===== src/rtl/im2col_ag_pkg.sv =====
package im2col_ag_pkg;

  localparam int unsigned SizeBitsDefault = 12;

  localparam int unsigned ChanW    = 12;
  localparam int unsigned KerW     = 8;
  localparam int unsigned PosW     = 12;
  localparam int unsigned SizeRegW = 13;
  localparam int unsigned LaneW    = 8;
  localparam int unsigned SetW     = 3 * LaneW;
  localparam int unsigned AddrW    = 48;
  localparam int unsigned HalfW    = AddrW / 2;
  localparam int unsigned CfgIdxW  = 3;
  localparam int unsigned CfgDataW = SetW;

  localparam int unsigned IagLatency = 6;

  typedef enum logic [CfgIdxW-1:0] {
    CfgChannelsLast = 3'd0,
    CfgInChannels   = 3'd1,
    CfgInDepth      = 3'd2,
    CfgInHeight     = 3'd3,
    CfgInWidth      = 3'd4,
    CfgStride       = 3'd5,
    CfgDilation     = 3'd6,
    CfgPadding      = 3'd7
  } cfg_idx_e;

endpackage


===== src/rtl/im2col_address_generator.sv =====
// im2col address generator for 3D convolution with stride, dilation and
// zero padding.
// Input channel: an item (channel, kernel offset, output position) is taken
// at each rising edge with start_i high and busy_o low. busy_o stays low, so
// one item per cycle is taken without a gap.
// Result channel: done_o marks one cycle with inside_res_o and
// src_address_o; inside_res_o low means zero padding and the address is 0.
// From the accepting edge to the done_o cycle an item passes the address
// chain: coordinate products, coordinate check, then three dependent
// multiply-add steps, the last split into two half-width partial products.
// Throughput is one result per cycle; the receiver cannot stall, and results
// leave in the order items arrived.
// Configuration: cfg_we_i writes register cfg_index_i at once; write only
// while no item is in flight. Size registers above 2^SIZE_BITS are clamped.
// Reset clears the pipeline valid bits and loads the default registers:
// channels first, all sizes 1, strides and dilations 1, no padding.
module im2col_address_generator
  import im2col_ag_pkg::*;
#(
  parameter int unsigned SIZE_BITS = SizeBitsDefault
) (
  input  logic                clk_i,
  input  logic                rst_ni,
  input  logic                cfg_we_i,
  input  logic [CfgIdxW-1:0]  cfg_index_i,
  input  logic [CfgDataW-1:0] cfg_wdata_i,
  input  logic                start_i,
  output logic                busy_o,
  input  logic [ChanW-1:0]    channel_i,
  input  logic [KerW-1:0]     kernel_d_i,
  input  logic [KerW-1:0]     kernel_h_i,
  input  logic [KerW-1:0]     kernel_w_i,
  input  logic [PosW-1:0]     out_d_i,
  input  logic [PosW-1:0]     out_h_i,
  input  logic [PosW-1:0]     out_w_i,
  output logic                done_o,
  output logic                inside_res_o,
  output logic [AddrW-1:0]    src_address_o
);

  localparam int unsigned SZW      = SIZE_BITS + 1;
  localparam int unsigned CMPW     = (SZW > SizeRegW) ? SZW : SizeRegW;
  localparam int unsigned CW       = SIZE_BITS;
  localparam int unsigned X0W      = (CW > ChanW) ? CW : ChanW;
  localparam int unsigned X1W      = X0W + SZW + 1;
  localparam int unsigned P1W      = X0W + SZW;
  localparam int unsigned P2W      = X1W + SZW;
  localparam int unsigned LoW      = HalfW + SZW;
  localparam int unsigned PosProdW = PosW + LaneW;
  localparam int unsigned KerProdW = KerW + LaneW;
  localparam int unsigned SumW     = PosProdW + 2;

  function automatic logic [SZW-1:0] clamp_size(input logic [SizeRegW-1:0] v);
    logic [CMPW-1:0] top;
    logic [CMPW-1:0] ve;
    top = CMPW'(1) << SIZE_BITS;
    ve  = CMPW'(v);
    if (ve > top) begin
      return SZW'(top);
    end
    return SZW'(ve);
  endfunction

  // configuration registers
  logic            chan_last_q;
  logic [SZW-1:0]  c_size_q, d_size_q, h_size_q, w_size_q;
  logic [SetW-1:0] stride_q, dil_q, pad_q;

  always_ff @(posedge clk_i or negedge rst_ni) begin
    if (!rst_ni) begin
      chan_last_q <= 1'b0;
      c_size_q    <= SZW'(1);
      d_size_q    <= SZW'(1);
      h_size_q    <= SZW'(1);
      w_size_q    <= SZW'(1);
      stride_q    <= SetW'(24'h010101);
      dil_q       <= SetW'(24'h010101);
      pad_q       <= '0;
    end else if (cfg_we_i) begin
      unique case (cfg_idx_e'(cfg_index_i))
        CfgChannelsLast: chan_last_q <= cfg_wdata_i[0];
        CfgInChannels:   c_size_q    <= clamp_size(cfg_wdata_i[SizeRegW-1:0]);
        CfgInDepth:      d_size_q    <= clamp_size(cfg_wdata_i[SizeRegW-1:0]);
        CfgInHeight:     h_size_q    <= clamp_size(cfg_wdata_i[SizeRegW-1:0]);
        CfgInWidth:      w_size_q    <= clamp_size(cfg_wdata_i[SizeRegW-1:0]);
        CfgStride:       stride_q    <= cfg_wdata_i;
        CfgDilation:     dil_q       <= cfg_wdata_i;
        CfgPadding:      pad_q       <= cfg_wdata_i;
        default:         chan_last_q <= chan_last_q;
      endcase
    end
  end

  logic [2:0][SZW-1:0] axis_size;
  logic [SZW-1:0]      m2, m3;

  always_comb begin
    axis_size[0] = d_size_q;
    axis_size[1] = h_size_q;
    axis_size[2] = w_size_q;
    m2 = chan_last_q ? w_size_q : h_size_q;
    m3 = chan_last_q ? c_size_q : w_size_q;
  end

  // valid bits
  logic s1_valid_q, s2_valid_q, s3_valid_q, s4_valid_q, s5_valid_q, done_q;

  always_ff @(posedge clk_i or negedge rst_ni) begin
    if (!rst_ni) begin
      s1_valid_q <= 1'b0;
      s2_valid_q <= 1'b0;
      s3_valid_q <= 1'b0;
      s4_valid_q <= 1'b0;
      s5_valid_q <= 1'b0;
      done_q     <= 1'b0;
    end else begin
      s1_valid_q <= start_i && !busy_o;
      s2_valid_q <= s1_valid_q;
      s3_valid_q <= s2_valid_q;
      s4_valid_q <= s3_valid_q;
      s5_valid_q <= s4_valid_q;
      done_q     <= s5_valid_q;
    end
  end

  // stage 1: position and kernel products
  logic [2:0][PosW-1:0]     pos;
  logic [2:0][KerW-1:0]     ker;
  logic [2:0][PosProdW-1:0] s1_pos_d, s1_pos_q;
  logic [2:0][KerProdW-1:0] s1_ker_d, s1_ker_q;
  logic [ChanW-1:0]         s1_ch_q;

  always_comb begin
    pos[0] = out_d_i;
    pos[1] = out_h_i;
    pos[2] = out_w_i;
    ker[0] = kernel_d_i;
    ker[1] = kernel_h_i;
    ker[2] = kernel_w_i;
    for (int i = 0; i < 3; i++) begin
      s1_pos_d[i] = pos[i] * stride_q[LaneW*i +: LaneW];
      s1_ker_d[i] = ker[i] * dil_q[LaneW*i +: LaneW];
    end
  end

  // stage 2: coordinates and range check
  logic [2:0][SumW-1:0] coord_sum;
  logic [2:0]           in_range;
  logic [2:0][CW-1:0]   s2_coord_d, s2_coord_q;
  logic                 s2_ok_q;
  logic [ChanW-1:0]     s2_ch_q;

  always_comb begin
    for (int i = 0; i < 3; i++) begin
      coord_sum[i] = SumW'(s1_pos_q[i]) + SumW'(s1_ker_q[i])
                   - SumW'(pad_q[LaneW*i +: LaneW]);
      in_range[i]  = !coord_sum[i][SumW-1]
                   && (coord_sum[i][SumW-2:0] < (SumW-1)'(axis_size[i]));
      s2_coord_d[i] = coord_sum[i][CW-1:0];
    end
  end

  // stage 3: first multiply-add of the address
  logic [X0W-1:0] x0, a3_sel;
  logic [SZW-1:0] m1;
  logic [CW-1:0]  a1, a2_sel;
  logic [P1W-1:0] p1;
  logic [X1W-1:0] s3_x_d, s3_x_q;
  logic [CW-1:0]  s3_a2_q;
  logic [X0W-1:0] s3_a3_q;
  logic           s3_ok_q;

  always_comb begin
    x0     = chan_last_q ? X0W'(s2_coord_q[0]) : X0W'(s2_ch_q);
    m1     = chan_last_q ? h_size_q : d_size_q;
    a1     = chan_last_q ? s2_coord_q[1] : s2_coord_q[0];
    a2_sel = chan_last_q ? s2_coord_q[2] : s2_coord_q[1];
    a3_sel = chan_last_q ? X0W'(s2_ch_q) : X0W'(s2_coord_q[2]);
    p1     = x0 * m1;
    s3_x_d = X1W'(p1) + X1W'(a1);
  end

  // stage 4: second multiply-add
  logic [P2W-1:0]   p2;
  logic [AddrW-1:0] s4_x_d, s4_x_q;
  logic [X0W-1:0]   s4_a3_q;
  logic             s4_ok_q;

  always_comb begin
    p2     = s3_x_q * m2;
    s4_x_d = AddrW'(p2) + AddrW'(s3_a2_q);
  end

  // stage 5: last multiply as two half-width partial products
  logic [LoW-1:0]   lo_prod, hi_prod;
  logic [LoW-1:0]   s5_lo_q;
  logic [HalfW-1:0] s5_hi_q;
  logic [X0W-1:0]   s5_a3_q;
  logic             s5_ok_q;

  always_comb begin
    lo_prod = s4_x_q[HalfW-1:0] * m3;
    hi_prod = s4_x_q[AddrW-1:HalfW] * m3;
  end

  // stage 6: combine and gate padding
  logic [AddrW-1:0] addr_sum;
  logic [AddrW-1:0] src_address_q;
  logic             inside_q;

  always_comb begin
    addr_sum = AddrW'(s5_lo_q) + {s5_hi_q, {HalfW{1'b0}}} + AddrW'(s5_a3_q);
  end

  always_ff @(posedge clk_i) begin
    s1_pos_q      <= s1_pos_d;
    s1_ker_q      <= s1_ker_d;
    s1_ch_q       <= channel_i;
    s2_coord_q    <= s2_coord_d;
    s2_ok_q       <= &in_range;
    s2_ch_q       <= s1_ch_q;
    s3_x_q        <= s3_x_d;
    s3_a2_q       <= a2_sel;
    s3_a3_q       <= a3_sel;
    s3_ok_q       <= s2_ok_q;
    s4_x_q        <= s4_x_d;
    s4_a3_q       <= s3_a3_q;
    s4_ok_q       <= s3_ok_q;
    s5_lo_q       <= lo_prod;
    s5_hi_q       <= hi_prod[HalfW-1:0];
    s5_a3_q       <= s4_a3_q;
    s5_ok_q       <= s4_ok_q;
    inside_q      <= s5_ok_q;
    src_address_q <= s5_ok_q ? addr_sum : '0;
  end

  assign busy_o        = 1'b0;
  assign done_o        = done_q;
  assign inside_res_o  = inside_q;
  assign src_address_o = src_address_q;

endmodule


===== config.mk =====
export PLATFORM = sky130hd
export DESIGN_NAME = im2col_address_generator
export DESIGN_NICKNAME = d
export VERILOG_FILES = /design/src/rtl/im2col_ag_pkg.sv /design/src/rtl/im2col_address_generator.sv
export SDC_FILE = /design/constraint.sdc
export NUM_CORES = 2
export LEC_CHECK = 0
export ABC_CLOCK_PERIOD_IN_PS = 17900
export BUFFER_PORTS_ARGS = -buffer_cell sky130_fd_sc_hd__buf_2
export CORE_UTILIZATION = 25
export CTS_CLUSTER_DIAMETER = 100
export CTS_CLUSTER_SIZE = 30
export DETAILED_ROUTE_END_ITERATION = 8
export GPL_TIMING_DRIVEN = 0
export HOLD_SLACK_MARGIN = 0.1
export PLACE_DENSITY_LB_ADDON = 0.08
export SLEW_MARGIN = 20
export SYNTH_ARGS = -nofsm -noshare
export SYNTH_HDL_FRONTEND = slang
export SYNTH_SLANG_ARGS = --single-unit

===== constraint.sdc =====
create_clock -name clk_i -period 17.9 [get_ports clk_i]
set_clock_uncertainty 0.2 [all_clocks]
set_input_delay 1.79 -clock clk_i [delete_from_list [all_inputs] [get_ports clk_i]]
set_output_delay 1.79 -clock clk_i [all_outputs]
set_load 0.05 [all_outputs]

==> impl_metrics.toml <==
[placement]
hpwl_um = 183000
port_buffers = 145
place.gp.congestion = 0.829

[floorplan]
initial_core_util = 0.252
ios = 154
die_w_um = 519
core_um2 = 265000
die_y_um = 519
row_count = 189
dieArea_um2 = 269000

[cells_and_area]
drive_gt1_frac = 0.0578
fin_nets = 9313
syn2layout_area_growth_pct = 10.7

[synthesis]
netlist_top_cells_count = "inv_1 (1419), fa_1 (1096), nand2_1 (1004)"
synth-seq-cells = 527
syn_area_um2 = 66800
synth_top_cell_area_share = 0.328
synthSimpleGateAreaFrac = 0.154
yosys-top-cells-area = "fa_1 (33%), ha_1 (13%), dfxtp_1 (12%)"
async_flop_share = 0.249
synthCells = 7207
synthFlopType = "dfxtp_1"
synth_top_family_by_area = "adder cells"
synth_nets = 9116
synth_edf_count = 0
synth-adder-area-share = 0.461
seq_area_frac_synth = 0.168
yosysWarnings = 0
synth_cell_types = 88
synth-xor-area-share = 0.0340
synth_top_area_cell = "fa_1"
yosysMostFrequentCell = "inv_1"
synth_mux_area_frac = 0.0229
synth.avg_cell_area_um2 = 9.27
synth_compound_area_frac = 0.0670

[worst_setup_path]
crit_arrival_ns = 10.56
r2r_start = "chan_last_q"
crit_top_cell = "fa_1"
startpoint_type = "flip-flop"
reg2regPathDepth = 28
crit_path_end_kind = "flip-flop"
r2r_setup_slack_ns = 7.71
path_class = "reg -> reg"
cp.required_ns = 18.28
r2r-end = "s4_x_q[38]"
slowest_delay_ns = 0.83
slowest_stage = "a31oi_1"
crit_path_max_fanout = 10

[status]
status = "completed"

[global_routing]
grt_overflow = 0
grt_pass1_wl_um = 327000
grt_pass1_vias = 51700
gr-usage-all-layers = 0.160
grt_max_degree = 70
grt_antenna_before_repair = 13

[sta]
rsz0062_at_grt = "false"
finalHoldViolations = 0
tightestPinTransition_ns = 1.17
final-setup-viol-count = 0
drv_slew = 0
min_period_over_period = 0.569
max_freq_ghz = 0.0982
relSlewSlack = 0.215
min_period_ns = 10.19
tns_ns = 0
holdWs_ns = 0.128

[clock_tree]
cts_inserted_buffers = 46
hold_buffers = 0
cts.sinks = 527
post-cts-setup-buffer-count = 0
clock_path_buffers = 3
h-tree-depth = 2
cts-resized-gates = 0
insertion_delay_ns = 0.74
cts_tree = "built"
clk_pin_slew_worst_paths_ns = 0.11
clk_root_buffer_cell = "clkbuf_16"

[drt]
drtAntennaViolNets = 0
drtIter0Drc = 1943
dr.pass1.iters = 7
routedWlPerCell_um = 19.5
wirelength_um = 214000
drcViolationCount = 0
vias = 47200
viasPerCell = 4.30

[run]
maxCapViolations = 0

[hold_path]
hp-start = "s2_ok_q"
min_path_cells = 0
hold_path.class = "reg -> reg"
min_to = "s3_ok_q"
[worst max-delay path by stage]
stage,start,slack (ns),to
6_report,chan_last_q,7.71,s4_x_q[38]
5_1_grt,chan_last_q,7.12,s4_x_q[38]
4_1_cts,chan_last_q,7.42,s4_x_q[38]
3_5_place_dp,chan_last_q,7.57,s4_x_q[38]
3_3_place_gp,chan_last_q,7.36,s4_x_q[38]
2_1_floorplan,chan_last_q,10.22,s4_x_q[38]
[flip-flops by register name, indices dropped and copies added (netlist names), 26 cells and up]
register / cells
s1_ker_q: 48
s1_pos_q: 60
s2_coord_q: 36
s3_x_q: 26
s4_x_q: 40
s5_lo_q: 37
src_address_o: 48
[metal layers]
metal  track usage  wire, um  share of wire  vias to the layer above
li1              -         -              -                    22500
met1         0.211     98500           0.46                    24000
met2         0.285    106000           0.50                      502
met3        0.0126      4840          0.023                      140
met4        0.0342      4460          0.021                        6
met5             0        45        0.00021                        -
[final cells by class]
class                   count  area [um2]
well taps                3533        4420
inverters                1419        5330
diodes                      6        15.0
multi-input cells        5032       49500
clock buffers              48        1170
clock inverters            38         687
repair buffers            149         801
flip-flops and latches    527       11200
plain buffers             229         875
fillers                 28600      191000
[cell families after synthesis]
kind of cell,Yosys count
AO/OA/AOI/OAI,701
other,1
buffers and inverters,1648
adder cells (fa/ha/maj),1806
AND/OR/NAND/NOR,2128
XOR/XNOR,259
flip-flops,527
multiplexers,137
[through the flow]
step	area, um2	setup slack (ns)	cells	util
final	74000	7.71	11000	0.279
after global routing	74000	7.12	11000	0.279
after CTS	73900	7.42	11000	0.279
after detailed placement	72100	7.57	10900	0.272
after global placement	71900	7.36	10900	0.271
after floorplan	66800	10.22	7207	-
[worst max-delay path: cells and delay by family, from the launching register on]
family / cells / cell delay, ns
buffers and inverters: 7 / 2.06
AO/OA/AOI/OAI: 8 / 2.72
flip-flops: 1 / 0.50
adder cells (fa/ha/maj): 7 / 3.28
XOR/XNOR: 1 / 0.16
AND/OR/NAND/NOR: 5 / 1.08
[placed cells by master (no fill, tap or decap), types with 171 or more instances in the layout]
| master | n |
|---|---|
| a21oi_1 | 179 |
| xnor2_1 | 188 |
| clkbuf_1 | 211 |
| nand2_1 | 1004 |
| o21ai_0 | 171 |
| nor2_1 | 181 |
| fa_1 | 1096 |
| ha_1 | 710 |
| inv_1 | 1419 |
| and2_1 | 611 |
| dfxtp_1 | 396 |
Power is not shown: default switching activity piles up to over one toggle a cycle in this logic, so the estimate is an artifact.
